## src/rtl/dsf_pkg.sv

```systemverilog
`default_nettype none

package dsf_pkg;

  localparam int NUM_SPRINGS = 256;
  localparam int FRAC_BITS   = 16;
  localparam int IDX_W       = 8;
  localparam int DATA_W      = 32;
  localparam int RATIO_W     = 16;
  localparam int CFG_IDX_W   = 2;

  // Product of the shared multiplier, scaled magnitudes and the signed force.
  localparam int PROD_W  = 2 * DATA_W;
  localparam int SCALE_W = PROD_W - FRAC_BITS;
  localparam int FORCE_W = SCALE_W + 2;
  localparam int FHI_W   = FORCE_W - DATA_W;
  localparam int UNIT_W  = FRAC_BITS + 1;

  localparam logic [CFG_IDX_W-1:0] CFG_STIFFNESS   = 2'd0;
  localparam logic [CFG_IDX_W-1:0] CFG_DAMPING     = 2'd1;
  localparam logic [CFG_IDX_W-1:0] CFG_BREAK_RATIO = 2'd2;

  localparam logic OP_INIT  = 1'b0;
  localparam logic OP_APPLY = 1'b1;

  localparam logic [RATIO_W-1:0] BREAK_RATIO_RESET = 16'd1536;

  // Magnitude of a two's complement word; the most negative value maps to 2^31.
  function automatic logic [DATA_W-1:0] mag_of(input logic [DATA_W-1:0] v);
    logic [DATA_W-1:0] r;
    r = v[DATA_W-1] ? (~v + 1'b1) : v;
    return r;
  endfunction

endpackage

`default_nettype wire

```

## src/rtl/dsf_div.sv

```systemverilog
`default_nettype none

module dsf_div
  import dsf_pkg::*;
(
  input  wire logic                clk,
  input  wire logic                rst,
  input  wire logic                start,
  input  wire logic [DATA_W-1:0]   mag,
  input  wire logic [DATA_W-1:0]   divisor,
  output logic                     done,
  output logic [UNIT_W-1:0]        quotient
);

  localparam int CNT_W = $clog2(UNIT_W + 1);

  logic              active;
  logic [CNT_W-1:0]  cnt;
  logic [DATA_W-1:0] rem;
  logic [UNIT_W-1:0] sh;
  logic [DATA_W-1:0] dvs;
  logic [DATA_W:0]   t;

  assign t = {rem, sh[UNIT_W-1]};

  // Restoring division of mag * 2^FRAC_BITS by divisor; mag never exceeds
  // divisor, so the quotient fits in FRAC_BITS + 1 bits.
  always_ff @(posedge clk) begin
    if (rst) begin
      active <= 1'b0;
      done   <= 1'b0;
    end else begin
      done <= 1'b0;
      if (start) begin
        active   <= 1'b1;
        cnt      <= CNT_W'(UNIT_W);
        rem      <= mag >> 1;
        sh       <= {mag[0], {FRAC_BITS{1'b0}}};
        dvs      <= divisor;
        quotient <= '0;
      end else if (active) begin
        if (t >= {1'b0, dvs}) begin
          rem      <= DATA_W'(t - {1'b0, dvs});
          quotient <= {quotient[UNIT_W-2:0], 1'b1};
        end else begin
          rem      <= t[DATA_W-1:0];
          quotient <= {quotient[UNIT_W-2:0], 1'b0};
        end
        sh  <= sh << 1;
        cnt <= cnt - 1'b1;
        if (cnt == CNT_W'(1)) begin
          active <= 1'b0;
          done   <= 1'b1;
        end
      end
    end
  end

endmodule

`default_nettype wire

```

## config.mk

```make
export PLATFORM = sky130hd
export DESIGN_NAME = dsf_div
export DESIGN_NICKNAME = d
export VERILOG_FILES = /design/src/rtl/dsf_pkg.sv /design/src/rtl/dsf_div.sv
export SDC_FILE = /design/constraint.sdc
export NUM_CORES = 1
export LEC_CHECK = 0
export ABC_AREA = 0
export BUFFER_PORTS_ARGS = -buffer_cell sky130_fd_sc_hd__buf_2
export CAP_MARGIN = 20
export CORE_ASPECT_RATIO = 2
export CORE_MARGIN = 1.5
export CORE_UTILIZATION = 40
export CTS_CLUSTER_SIZE = 10
export DETAILED_ROUTE_END_ITERATION = 8
export PLACE_DENSITY = 0.72
export SLEW_MARGIN = 0
export SYNTH_ARGS = -nofsm -noshare
export SYNTH_HDL_FRONTEND = slang
export SYNTH_SLANG_ARGS = --single-unit
```

## constraint.sdc

```tcl
create_clock -name clk -period 3.8 [get_ports clk]
set_input_delay 0.19 -clock clk [delete_from_list [all_inputs] [get_ports clk]]
set_output_delay 0.19 -clock clk [all_outputs]
set_load 0.01 [all_outputs]
```

Yosys cells after proc, flatten, opt, wreduce, memory -nomap -nowiden
Cells that the tools add are included.

word-level totals
  bits in registers = 104
  bits in latches = 0
  RAM bits = 0
  memory bits (read-only) = 0
  input port bits = 67
  output and inout port bits = 18
  word-level logic and storage cells = 31
  memories = 0

cells by class
  add/sub/neg operators = 2
  multiply operators = 0
  div/mod/pow operators = 0
  $lt $le $gt $ge = 1
  equal/unequal tests = 1
  shift operators = 0
  multiplexer cells = 12
  bitwise operators = 2
  reductions and logical operators = 4

operator list
  kind                                                  count
  two-way mux 32 bit                                    2
  two-way mux 17 bit                                    3
  greater-or-equal comparator 33 x 32 -> 1 bit          1
  subtractor 32 bit                                     1
  two-way mux 31 bit                                    1
  equality test 5 x 1 -> 1 bit (second input constant)  1
  two-way mux 1 bit                                     5
  two-way mux 5 bit                                     1
  subtractor 5 x 1 -> 5 bit (second input constant)     1
  AND reduction 2 bit                                   2
  OR reduction 3 bit                                    1
  inverter 1 bit                                        2
  nonzero test 2 bit                                    1

Longest topological paths before layout
  depth in word-level cells = 4
  gate-level depth with buffers = 13
  gate-level depth less buffers = 12

Worst setup path before layout
Ideal clock, no wire load.

  kind = input to register
  start point = input port start
  end point = register cnt[0], enable pin
  setup time = 0.469 ns
  data arrival time = 3.161 ns
  path slack = 0.169 ns
  stages = 4
  path through = clkbuf_1 clkbuf_1 nor2_1 nor2_1

on the way
  longest elaborated chain between the ends = 2

ends and longest elaborated chain
  element                        RTL line       text
  start, declared                dsf_div.sv:8   input wire logic start,
  nonzero test 2 bit (no line)   --
  AND reduction 2 bit (no line)  --
  end signal, assigned           dsf_div.sv:36  cnt <= CNT_W'(UNIT_W);
  end signal, assigned           dsf_div.sv:50  cnt <= cnt - 1'b1;
  end, declared                  dsf_div.sv:18  logic [CNT_W-1:0] cnt;

No other way between the ends.
A chain may end at the register's enable or synchronous reset.

Worst setup path in the final report
  start point = register rem[10]
  end point = register rem[4], data pin

on the way
  longest elaborated chain between the ends = 4

ends and longest elaborated chain
  element                                       RTL line       text
  start, declared                               dsf_div.sv:19  logic [DATA_W-1:0] rem;
  start signal, assigned                        dsf_div.sv:37  rem <= mag >> 1;
  start signal, assigned                        dsf_div.sv:43  rem <= DATA_W'(t - {1'b0, dvs});
  start signal, assigned                        dsf_div.sv:46  rem <= t[DATA_W-1:0];
  greater-or-equal comparator 33 x 32 -> 1 bit  dsf_div.sv:42  if (t >= {1'b0, dvs}) begin
  two-way mux 32 bit                            dsf_div.sv:42
  two-way mux 32 bit                            dsf_div.sv:41  end else if (active) begin
  two-way mux 31 bit                            dsf_div.sv:34  if (start) begin

No other way between the ends. The select of a mux whose other input is x is not followed.

==> flow_metrics.tcl <==
set metrics [dict create \
    status "completed" \
    ant_nets 0 \
    route.detailed.drc 0 \
    synth_edf_count 87 \
    hpwl_um 12000 \
    gr-total-overflow 0 \
    clock_sinks 89 \
    post-cts-setup-buffer-count 0 \
    initial_core_util_pct 41.1 \
    setup_tns_ps 0 \
    cp-start-kind "register" \
    drive_gt1_share_pct 18.7 \
    regArea_sq_um 2650 \
    cts_made_buffers 9 \
    io_pins 85 \
    synth-seq-cells 89 \
    fmax_mhz 282 \
    synth_area_sq_um 5740 \
    reg2reg_depth 10 \
    cts-root-buf "clkbuf_16" \
    combPwrFrac_pct 32.4 \
    cts_tree "yes" \
    async_flop_share_pct 0 \
    first_pass_iters 7 \
    clkPwrFrac_pct 28.4 \
    switching_share_pct 33.0 \
    maxCapViolations 0 \
    mostFrequentLayoutCell "edfxtp_1" \
    path_clk_slew_ps 70 \
    min_path_type "primary input to register" \
    setup_viol 0 \
    avgRoutedWirePerCell_um 18.7 \
    rrSetupSlack_ps 260 \
    crit_fanout 12 \
    num_antenna_cells 0 \
    syn_area_per_cell_sq_um 10.1 \
    max-slew-margin-rel_pct 49.7 \
    drt-initial-drc-count 252 \
    r2r_start "rem[10]" \
    postCtsResizedCells 0 \
    placed_area_sq_um 6380 \
    endpoint_kind "register" \
    seqPwrFrac_pct 39.2 \
    maxSlewViolCount 0 \
    grt_max_degree 34 \
    holdPathEnd "dvs[24]" \
    worstHoldStart "divisor[24]" \
    yosys.area.top_type_share_pct 45.5 \
    synth_seq_area_share_pct 46.2 \
    critPathArrivalTime_ps 3740 \
    drt_wl_total_um 16000 \
    postLayoutCellArea_sq_um 6800 \
    viasPerCell 5.58 \
    core_area_sq_um 14000 \
    vdd_drop_max_uv 330 \
    htreeDepth 3 \
    p_leak_uw 0.00276 \
    syn-num-nets 670 \
    dieArea_sq_um 15100 \
    grt_setup_unrepaired "no" \
    holdBufCountCts 13 \
    finalHoldViolCount 0 \
    skew_ps 9.90 \
    p_per_area_nw_per_um2 463 \
    synthTopCellsByArea "edfxtp_1 (46%), ha_1 (7.4%), o211ai_1 (3.9%), inv_1 (3.3%), nor2b_1 (3.3%)" \
    p_int_uw 2110 \
    syn_inst 568 \
    rr_endpoint "rem[4]" \
    min_period_ps 3540 \
    routabilityCongestion 0.878 \
    cp_data_required_time_ps 3990 \
    clk_latency_ps 360 \
    nNetsFinal 761 \
    area_delta_synth_final_pct 18.5 \
    die_x_um 87.7 \
    finalCritPeriodShare_pct 93.3 \
    gr-usage-all-layers_pct 22.1 \
    synth_top_flop_cell "edfxtp_1" \
    clockBufferDepth 2 \
    tightest_slew_ps 754 \
    crit_type "register to register" \
    io_buffers 84 \
    fillers 1341 \
    yosys.area.top_type "edfxtp_1" \
    fp-row-count 61 \
    power.total_uw 3150 \
    vias 4761 \
    layout_common_cells "edfxtp_1 (87), buf_2 (84), inv_1 (50)" \
    yosysWarnings 0 \
    first_global_vias 4939 \
    antenna_found_initial 0 \
    multiInputGateArea_sq_um 2770 \
    ys_types 67 \
    min_path_cells 1 \
    grt_pass1_wl_um 25000 \
    holdWs_ps 7.72 \
    die_h_um 172 \
    p_sw_uw 1040 \
]
power groups by stage:
stage | Clock, uW | Combinational (uW) | Sequential [uW]
floorplan | 0 | 713 | 1250
global placement | 0 | 981 | 1250
detailed placement | 0 | 997 | 1250
CTS | 911 | 1020 | 1230
global route | 940 | 1120 | 1240
finish | 895 | 1020 | 1230
Yosys cell counts, types with 5 or more instances:
master and number:
edfxtp_1 87, nor4_1 10, inv_1 50, o21bai_1 5, nor3_1 8, xor2_1 11, buf_2 10, a21oi_1 34
nand2_1 41, o211ai_1 30, a21o_1 12, nand4_1 6, o21ai_0 16, and3_1 6, o21a_1 6, a311o_1 5
nand3_1 15, o311ai_1 6, clkbuf_1 17, nor2_1 34, a221o_1 5, and2_1 8, nor2b_1 30, xnor2_1 14
ha_1 34
cell type report:
class / count / area share [%]
tap: 189 / 3.48
sequential: 89 / 39.0
clock buffer: 11 / 3.42
clock inverter: 5 / 0.828
multi-input combinational: 398 / 40.7
inverter: 51 / 2.81
timing repair buffer: 110 / 9.71
how the worst max path moves through the flow:
stage | startpoint | end | slack, ps
6_report | rem[10] | rem[4] | 260
5_1_grt | rem[10] | rem[10] | 100
4_1_cts | rem[10] | rem[4] | 280
3_5_place_dp | rem[11] | rem[1] | 310
3_3_place_gp | rem[10] | rem[18] | 390
2_1_floorplan | start | cnt[0] | 170
worst max-delay path, cell delays in order, from the launching register on:
cell      delay (ps)
edfxtp_1         420
ha_1             440
nand4_1          200
or4_4            610
o31ai_2          280
a41oi_2          120
o31ai_2          140
nand2_2          250
or3_1            520
buf_12           200
o211ai_1         180
cell families (layout without fill, tap and decap cells):
| kind of cell | Yosys count | count (layout) | synth area share (%) |
|---|---|---|---|
| AOI/OAI and AO/OA | 157 | 157 | 19.8 |
| adders and majority gates | 35 | 35 | 7.76 |
| xor gates and xnor gates | 25 | 25 | 3.82 |
| and+or+nand+nor | 178 | 178 | 16.3 |
| muxes | 3 | 3 | 0.523 |
| buffers and inverters | 81 | 177 | 5.67 |
| DFF | 89 | 89 | 46.2 |
per-stage QoR:
stage / worst slack (ps) / util, % / std cells
CTS: 279 / 48.7 / 853
detailed placement: 306 / 45.7 / 824
finish: 256 / 48.7 / 853
global route: 99.3 / 48.7 / 853
floorplan: 169 / - / 568
global placement: 388 / 45.7 / 824
flip-flops by register name, indices dropped and copies added, names as in the netlist:
name / count
done: 1
rem: 32
sh: 1
dvs: 32
cnt: 5
quotient: 17
active: 1
metal layers:
layer  up-vias  routed length (um)  GRT usage (%)
met5         -                   0              0
met4         0                 864           14.2
met3        47                 594           3.63
met2       134                8820           39.9
met1      2274                5710           22.8
li1       2306                   -              -
No activity file was read; power rests on OpenSTA's default activity.
