[config.mk]
export PLATFORM = sky130hd
export DESIGN_NAME = dsf_isqrt
export DESIGN_NICKNAME = d
export VERILOG_FILES = /design/src/rtl/dsf_pkg.sv /design/src/rtl/dsf_isqrt.sv
export SDC_FILE = /design/constraint.sdc
export NUM_CORES = 1
export LEC_CHECK = 0
export ABC_CLOCK_PERIOD_IN_PS = 13600
export BUFFER_PORTS_ARGS = -buffer_cell sky130_fd_sc_hd__buf_4
export CORE_ASPECT_RATIO = 2
export CORE_MARGIN = 8
export CORE_UTILIZATION = 51
export CTS_BUF_LIST = sky130_fd_sc_hd__clkbuf_4 sky130_fd_sc_hd__clkbuf_8
export DETAILED_ROUTE_END_ITERATION = 8
export PLACE_DENSITY = 0.68
export SYNTH_ARGS = -nofsm -noshare
export SYNTH_HDL_FRONTEND = slang
export SYNTH_SLANG_ARGS = --single-unit
[constraint.sdc]
create_clock -name clk -period 13.6 [get_ports clk]
set_input_delay 3.4 -clock clk [delete_from_list [all_inputs] [get_ports clk]]
set_output_delay 3.4 -clock clk [all_outputs]
set_load 0.01 [all_outputs]
[src/rtl/dsf_pkg.sv]
`default_nettype none

package dsf_pkg;

  localparam int NUM_SPRINGS = 256;
  localparam int FRAC_BITS   = 16;
  localparam int IDX_W       = 8;
  localparam int DATA_W      = 32;
  localparam int RATIO_W     = 16;
  localparam int CFG_IDX_W   = 2;

  // Product of the shared multiplier, scaled magnitudes and the signed force.
  localparam int PROD_W  = 2 * DATA_W;
  localparam int SCALE_W = PROD_W - FRAC_BITS;
  localparam int FORCE_W = SCALE_W + 2;
  localparam int FHI_W   = FORCE_W - DATA_W;
  localparam int UNIT_W  = FRAC_BITS + 1;

  localparam logic [CFG_IDX_W-1:0] CFG_STIFFNESS   = 2'd0;
  localparam logic [CFG_IDX_W-1:0] CFG_DAMPING     = 2'd1;
  localparam logic [CFG_IDX_W-1:0] CFG_BREAK_RATIO = 2'd2;

  localparam logic OP_INIT  = 1'b0;
  localparam logic OP_APPLY = 1'b1;

  localparam logic [RATIO_W-1:0] BREAK_RATIO_RESET = 16'd1536;

  // Magnitude of a two's complement word; the most negative value maps to 2^31.
  function automatic logic [DATA_W-1:0] mag_of(input logic [DATA_W-1:0] v);
    logic [DATA_W-1:0] r;
    r = v[DATA_W-1] ? (~v + 1'b1) : v;
    return r;
  endfunction

endpackage

`default_nettype wire

[src/rtl/dsf_isqrt.sv]
`default_nettype none

module dsf_isqrt
  import dsf_pkg::*;
(
  input  wire logic                clk,
  input  wire logic                rst,
  input  wire logic                start,
  input  wire logic [PROD_W-1:0]   radicand,
  output logic                     done,
  output logic [DATA_W-1:0]        root
);

  logic              active;
  logic [PROD_W-1:0] rem;
  logic [PROD_W-1:0] res;
  logic [PROD_W-1:0] bitv;
  logic [PROD_W-1:0] trial;

  assign trial = res + bitv;
  assign root  = res[DATA_W-1:0];

  // One result bit per cycle, bit pairs from the top down.
  always_ff @(posedge clk) begin
    if (rst) begin
      active <= 1'b0;
      done   <= 1'b0;
    end else begin
      done <= 1'b0;
      if (start) begin
        active <= 1'b1;
        rem    <= radicand;
        res    <= '0;
        bitv   <= {2'b01, {(PROD_W-2){1'b0}}};
      end else if (active) begin
        if (rem >= trial) begin
          rem <= rem - trial;
          res <= (res >> 1) + bitv;
        end else begin
          res <= res >> 1;
        end
        bitv <= bitv >> 2;
        if (bitv[0]) begin
          active <= 1'b0;
          done   <= 1'b1;
        end
      end
    end
  end

endmodule

`default_nettype wire

# After elaboration in Yosys (flattened, before gate mapping)
# Cells that the tools add are included.
[word_totals] elab_cells=26 out_inout_bits=33 reg_bits=162
[classes] n_mux=10 magnitude_cmp=1 add_sub_neg=3 reduce_logical=5 bitwise=2
[ops] operator="$mux 64" n=5
[ops] operator="$add 63x63->64" n=1
[ops] operator="$add 64x63->64" n=1
[ops] operator="$ge 64x64->1" n=1
[ops] operator="$sub 64x64->64" n=1
[ops] operator="$mux 63" n=1
[ops] operator="$mux 1" n=4
[ops] operator="$reduce_bool 2->1" n=2
[ops] operator="$reduce_and 3->1" n=1
[ops] operator="$reduce_or 3->1" n=1
[ops] operator="$not 1->1" n=2
[ops] operator="$reduce_and 2->1" n=1

# Longest topological paths before layout
# Gate-level depths: netlist of run 1.
[depth] depth_word=5 mapped_depth=25 ltp_nobuf=21

# Least setup slack after synthesis of run 1
# No wires, ideal clock.
[synth_path] path_kind="input port to flip-flop" startpoint="in start" endpoint="reg rem[0] (enable)" path_slack_ns=0.076 path_buffers=2 t_required_ns=13.017 cell_stages=5 setup_ns=0.583 t_arrival_ns=12.941 path_cell_list="clkbuf_1 -> buf_1 -> nor2_1 -> nor2_1 -> a21boi_0"
[synth_via] elab_chain_len=2 word_cells_on_any_way=3
[synth_lines] item="start, declared" line_no="dsf_isqrt.sv:8" source="input wire logic start,"
[synth_lines] item="$reduce_bool 2->1 (no source line)"
[synth_lines] item="$reduce_and 3->1 (no source line) (*)"
[synth_lines] item="end signal, assigned" line_no="dsf_isqrt.sv:32" source="rem <= radicand;"
[synth_lines] item="end signal, assigned" line_no="dsf_isqrt.sv:37" source="rem <= rem - trial;"
[synth_lines] item="end, declared" line_no="dsf_isqrt.sv:15" source="logic [PROD_W-1:0] rem;"
# Every way passes the cells marked *; elsewhere a longest branch is shown, timed or not.
# A chain may end at the register's enable or synchronous reset.

# Worst setup path after layout of run 1
[layout_path] startpoint="reg res[10]" endpoint="reg rem[37] (enable)"
[layout_via] elab_chain_len=4
[layout_lines] item="start, declared" line_no="dsf_isqrt.sv:16" source="logic [PROD_W-1:0] res;"
[layout_lines] item="start signal, assigned" line_no="dsf_isqrt.sv:38" source="res <= (res >> 1) + bitv;"
[layout_lines] item="start signal, assigned" line_no="dsf_isqrt.sv:40" source="res <= res >> 1;"
[layout_lines] item="$add 64x63->64" line_no="dsf_isqrt.sv:20" source="assign trial = res + bitv;"
[layout_lines] item="$ge 64x64->1" line_no="dsf_isqrt.sv:36" source="if (rem >= trial) begin"
[layout_lines] item="$reduce_bool 2->1 (no source line)"
[layout_lines] item="$reduce_and 3->1 (no source line)"
# Every way passes these cells.

==> impl_metrics.tcl, run 1 <==
set metrics [dict create \
    outcome "finished clean" \
    cp-end-kind "flop" \
    drc 0 \
    period_share_pct 54.6 \
    wl_per_cell_um 23.7 \
    slew_headroom_pct 34.0 \
    finalCriticalPeriod_ps 7430 \
    layout.cells.non_filler 2333 \
    yosysMostFrequentCell "nand2_1" \
    arrival_ps 7560 \
    nNetsFinal 2099 \
    synth_seq_area_share_pct 30.4 \
    die_y_um 266 \
    cts_tree "built" \
    setup_slack_ps 6170 \
    pin_count 100 \
    internal_power_mw 1.21 \
    vias 15029 \
    grt_usage_pct 29.3 \
    synthArstFlopShare_pct 0 \
    synth_common_cells "206 x nand2_1, 170 x nor2_1, 160 x edfxtp_1, 156 x o21ai_0, 130 x ha_1" \
    timing.setup.tns_ps 0 \
    place.detailed.instances 2300 \
    dp_hpwl_mm 43.5 \
    worstPathRequired_ps 13730 \
    yosysTopAreaCellShare_pct 30.1 \
    antenna_left 0 \
    gp_congestion 0.982 \
    cts_made_buffers 17 \
    crit_type "reg2reg" \
    antenna_found_initial 1 \
    crit_path_max_incr_delay_ps 850 \
    grt_max_degree 95 \
    synthXorXnorAreaFrac_pct 8.73 \
    total_power_mw 2.17 \
    crit_chain "ha_1, nand4_1, nor4b_1, o21ai_0, a21oi_1, o211ai_1, o31ai_1, a21boi_0, xor2_1, ha_1, a21oi_1, o21bai_1, a21oi_1, o21ai_0, a221o_1, a221o_1, buf_4, nor2_2, buf_4, a21boi_4, buf_4" \
    die_x_um 141 \
    cts_num_sinks 162 \
    drt_first_pass_iters 6 \
    grt-ovfl-total 0 \
    leakage_nw 6.49 \
    cts.repair.resized 0 \
    wirelength_mm 55.3 \
    syn_nets 2085 \
    pwr-share-seq_pct 32.3 \
    clock_latency_ps 520 \
    drive_gt1_share_pct 10.1 \
    worstHoldPathType "reg2reg" \
    holdWs_ps 490 \
    cp_max_fo 64 \
    p_comb_share_pct 49.8 \
    clkPwrFrac_pct 17.9 \
    synthCells 1887 \
    die_area_mm2 0.0376 \
    p_sw_share_pct 44.4 \
    ctsHtreeMaxLevel 4 \
    drt_iter0_drc 943 \
    skew_ps 22.3 \
    synthTopCellsByArea "edfxtp_1 30%, ha_1 10%, xor2_1 4.9%" \
    p_sw_mw 0.964 \
    worst_slew_pin_slew_ps 989 \
    placementRows 91 \
    syn_area_mm2 0.0160 \
    core-area_mm2 0.0309 \
    grt_pass1_vias 15284 \
    clock.fmax_ghz 0.135 \
    start_util_pct 51.7 \
    synth_simple_gate_area_share_pct 19.6 \
    maxSlewViolCount 0 \
    synth-edff-count 160 \
    synth_top_family_by_area "compound AO/OA/AOI/OAI gates" \
    cts_root_buf "clkbuf_8" \
    hold_viol_final 0 \
    dp_slack_ps 6420 \
    clockBufferDepth 2 \
    cts_setup_buffers 0 \
    vias_per_cell 6.44 \
    synth_largest_area_cell "edfxtp_1" \
    worst_path_max_delay_cell "nor4b_1" \
    ys_ff_latch 162 \
    maxCapViolations 0 \
    setup_viol 0 \
    post_synth_mux_area_share_pct 0.345 \
    syn_area_per_cell_um2 8.46 \
    port_buffers 99 \
    filler_cell_count 2967 \
    powerDensity_mw_per_mm2 127 \
    ctsHoldBuffers 0 \
    grt_pass1_wl_mm 84.3 \
    vdd_drop_max_mv 0.0732 \
    synth_compound_area_share_pct 26.0 \
    synthAdderAreaFrac_pct 10.3 \
    yosysWarnings 0 \
    cts.clk_slew.worst_paths_ps 100 \
    rsz0062_at_grt "false" \
    synthFlopType "edfxtp_1" \
    yosysUniqueCellTypes 83 \
    worst_setup_path_start_kind "flop" \
    area_growth_pct 7.42 \
]
==> power groups by stage <==
| stage | Clock [mW] | Combinational [mW] | Sequential [mW] |
|---|---|---|---|
| final | 0.390 | 1.08 | 0.701 |
| after global routing | 0.408 | 1.18 | 0.704 |
| after CTS | 0.392 | 1.07 | 0.698 |
| after detailed placement | 0 | 1.07 | 0.710 |
| after global placement | 0 | 1.06 | 0.709 |
| after floorplan | 0 | 0.802 | 0.678 |
==> logic make-up (layout without fill, tap and decap cells) <==
kind of cell	count (synthesis)	in the layout
compound gates	617	617
xor+xnor	159	159
fa+ha+maj	131	131
buf+inv	155	182
flops	162	162
mux	5	5
other cells	0	1
simple gates	658	658
==> flip-flops by register name, summed over array words and instances, names as in the netlist <==
register,count
active,1
res,64
rem,64
bitv,32
done,1
==> layer usage <==
| metal | vias up | track usage (%) | wire length, um |
|---|---|---|---|
| met5 | - | 0 | 0 |
| met4 | 0 | 28.2 | 5540 |
| met3 | 231 | 3.52 | 1960 |
| met2 | 540 | 56.5 | 30200 |
| met1 | 7198 | 25.2 | 17600 |
| li1 | 7060 | - | - |
==> critical path, delay by kind of cell, from the launching register on <==
| family | cells | cell delay [ps] |
|---|---|---|
| AO/OA/AOI/OAI | 12 | 2830 |
| XOR/XNOR | 1 | 330 |
| adder cells (fa/ha/maj) | 2 | 820 |
| buffers and inverters | 3 | 940 |
| flip-flops | 1 | 560 |
| AND/OR/NAND/NOR | 3 | 1430 |
==> per-stage QoR <==
stage / cell area (um2) / util, %
2_1_floorplan: 16000 / -
3_3_place_gp: 16700 / 54.2
3_5_place_dp: 16700 / 54.2
4_1_cts: 17100 / 55.6
5_1_grt: 17100 / 55.6
6_report: 17100 / 55.6
==> layout by cell type, fill, tap and decap left out, drive strengths merged, types with 18 or more instances in the layout <==
cell type and count:
o21ai 161, edfxtp 160, nor2b 47, or3 18
xnor2 69, a21o 45, buf 110, xor2 90
a211oi 42, inv 46, a31oi 59, o21bai 48
nor2 172, nand4 48, nand3 39, ha 130
a21oi 119, nor3 42, nand2 206, o21a 24
==> path summary, 6_finish.rpt <==
| check | startpoint | endpoint | slack, ps | depth (start not counted) |
|---|---|---|---|---|
| worst max register to register | res[10] | rem[37] | 6170 | 21 |
| worst min-delay path | active | done | 490 | 1 |
| worst max-delay path | res[10] | rem[37] | 6170 | 21 |
| worst min register to register | active | done | 490 | 1 |
==> final cells by class <==
class	count	area (um2)	area share, %
well taps	418	523	3.05
flip-flops and latches	162	4840	28.3
diodes	1	2.50	0.0146
repair buffers	110	830	4.84
clock buffers	17	234	1.36
clock inverters	15	174	1.01
inverters	40	150	0.876
multi-input cells	1570	10400	60.6
Note: power is estimated with default switching activity, not from simulation.
==> run 2: changes to the inputs <==
--- a/config.mk
+++ b/config.mk
@@ -5,7 +5,7 @@
 export SDC_FILE = /design/constraint.sdc
 export NUM_CORES = 1
 export LEC_CHECK = 0
-export ABC_CLOCK_PERIOD_IN_PS = 13600
+export ABC_CLOCK_PERIOD_IN_PS = 6100
 export BUFFER_PORTS_ARGS = -buffer_cell sky130_fd_sc_hd__buf_4
 export CORE_ASPECT_RATIO = 2
 export CORE_MARGIN = 8
==> constraint.sdc (replaced) <==
create_clock -name clk -period 6.1 [get_ports clk]
set_input_delay 1.525 -clock clk [delete_from_list [all_inputs] [get_ports clk]]
set_output_delay 1.525 -clock clk [all_outputs]
set_load 0.01 [all_outputs]
==> run 2 against run 1 <==
  * Non-clock buffer count up 62
  * Routed wire length up 0.18%
  * Sequential cell count unchanged
  * Highest routed layer unchanged
  * First-iteration DRC count down 5.0%
  * Worst setup slack worse by 5900 ps
  * Clock-buffer cell count up 2
  * Sequential power up 120%
  * Sequential share of layout area down 1.1 points
  * Clock skew up 2.5 ps
==> impl_metrics.tcl, run 2 (synthesized netlist as in run 1, its figures left out) <==
set metrics [dict create \
    wl_per_cell_um 23.1 \
    vias 15262 \
    pin_count 100 \
    worst_setup_path_start_kind "flop" \
    worstPathRequired_ps 6350 \
    worstHoldPathType "reg2reg" \
    cts_root_buf "clkbuf_8" \
    powerDensity_mw_per_mm2 278 \
    period_share_pct 96.2 \
    leakage_nw 6.85 \
    die_y_um 266 \
    grt_pass1_vias 15535 \
    ctsHtreeMaxLevel 4 \
    start_util_pct 51.7 \
    drt_first_pass_iters 7 \
    cts_num_sinks 162 \
    clockBufferDepth 2 \
    wirelength_mm 55.4 \
    multi_input_area_mm2 0.0106 \
    hold_viol_final 0 \
    holdWs_ps 516 \
    core-area_mm2 0.0309 \
    cp_max_fo 25 \
    place.detailed.instances 2359 \
    die_x_um 141 \
    maxCapViolations 0 \
    clock_latency_ps 530 \
    clock.fmax_ghz 0.170 \
    worst_slew_pin_slew_ps 826 \
    dp_slack_ps -122 \
    nNetsFinal 2161 \
    antenna_left 0 \
    gp_congestion 0.967 \
    regArea_mm2 0.00484 \
    layout.cells.non_filler 2395 \
    cp-end-kind "flop" \
    setup_viol 0 \
    grt_usage_pct 29.3 \
    drt_iter0_drc 896 \
    crit_type "reg2reg" \
    area_growth_pct 11.7 \
    drive_gt1_share_pct 14.2 \
    outcome "finished clean" \
    placementRows 91 \
    port_buffers 99 \
    setup_slack_ps 231 \
    dp_hpwl_mm 44.0 \
    vias_per_cell 6.37 \
    grt_pass1_wl_mm 84.4 \
    mostFrequentLayoutCell "nand2_1" \
    rsz0062_at_grt "false" \
    timing.setup.tns_ps 0 \
    arrival_ps 6120 \
    cts_tree "built" \
    slew_headroom_pct 44.6 \
    drc 0 \
    cts_made_buffers 17 \
    antenna_found_initial 1 \
    cts.clk_slew.worst_paths_ps 100 \
    finalCriticalPeriod_ps 5870 \
    reg_top3 "rem: 64 flops, res: 64 flops, bitv: 32 flops" \
    grt_max_degree 90 \
    vdd_drop_max_mv 0.158 \
    die_area_mm2 0.0376 \
    grt-ovfl-total 0 \
    filler_cell_count 2895 \
    skew_ps 24.8 \
    maxSlewViolCount 0 \
    final_cell_mix "203 x nand2_1, 167 x nor2_1, 166 x buf_4, 160 x edfxtp_1, 152 x o21ai_0" \
]
==> run 2: cell count changes in the layout (fill, tap and decap cells not counted), moves of 3 or more <==
| cell | before | now |
|---|---|---|
| buf_4 | 109 | 166 |
| o21ai_0 | 156 | 152 |
| a21oi_1 | 118 | 114 |
| nand2_1 | 206 | 203 |
| a21oi_2 | 0 | 4 |
| buf_12 | 0 | 5 |
| o21ai_1 | 5 | 9 |
| ha_4 | 0 | 3 |
| ha_1 | 130 | 125 |
==> run 2: cell type report <==
class                      instances  area share, %
clock inverter                    13          0.842
clock buffer                      19           1.40
inverter                          40          0.842
timing repair buffer             172           7.61
antenna                            1         0.0140
sequential                       162           27.2
multi-input combinational       1570           59.2
tap                              418           2.93
==> run 2: final timing paths <==
kind,start,end,slack [ps],cells past startpoint
worst max-delay path,res[10],res[21],230,22
worst min-delay path,active,done,520,1
worst max register to register,res[10],res[21],230,22
worst min register to register,active,done,520,1
==> run 2: worst max-delay path: stages (launching register included) <==
cell and delay, ps:
edfxtp_1 440, ha_1 380, nand4_1 240, buf_4 180, nor2_1 40, o21a_1 180
o21ai_0 330, a21oi_1 160, o211ai_1 340, a21oi_2 150, o21ai_1 220, xor2_1 300
ha_1 350, a21oi_1 210, o21ai_1 140, a21oi_1 140, o21ai_0 110, a221o_1 370
a221o_1 460, buf_4 270, o21ai_0 260, xor2_1 230, nor2_1 70
==> run 2: metal layers <==
metal  vias to the layer above  wire [um]  share of wire (%)  track usage, %
met4                         0       6070                 11            30.3
met3                       277       2140                3.9            3.93
met1                      7222      17400                 31            24.7
li1                       7189          -                  -               -
met5                         -          0                  0               0
met2                       574      29800                 54            55.9
==> run 2: what timing repair did <==
item | in CTS | in global routing
endpoints found under the setup margin | 54 | 128
gates resized for setup | 1 | 10
setup buffers | 0 | 3
pin swaps | 0 | 4
hold buffers | 0 | 0
==> run 2: power breakdown <==
part | switching (mW) | internal (mW) | leakage, nW
clock | 0.490 | 0.380 | 0.199
sequential | 0.116 | 1.41 | 1.55
combinational | 1.57 | 1.00 | 5.10
==> run 2: metrics by stage <==
| stage | instance area (um2) | utilization (%) | power, mW |
|---|---|---|---|
| CTS | 17800 | 57.5 | 4.93 |
| finish | 17800 | 57.8 | 4.96 |
| floorplan | 16100 | - | 3.33 |
| global placement | 17400 | 56.2 | 4.03 |
| detailed placement | 17400 | 56.2 | 4.06 |
| global route | 17800 | 57.8 | 5.25 |
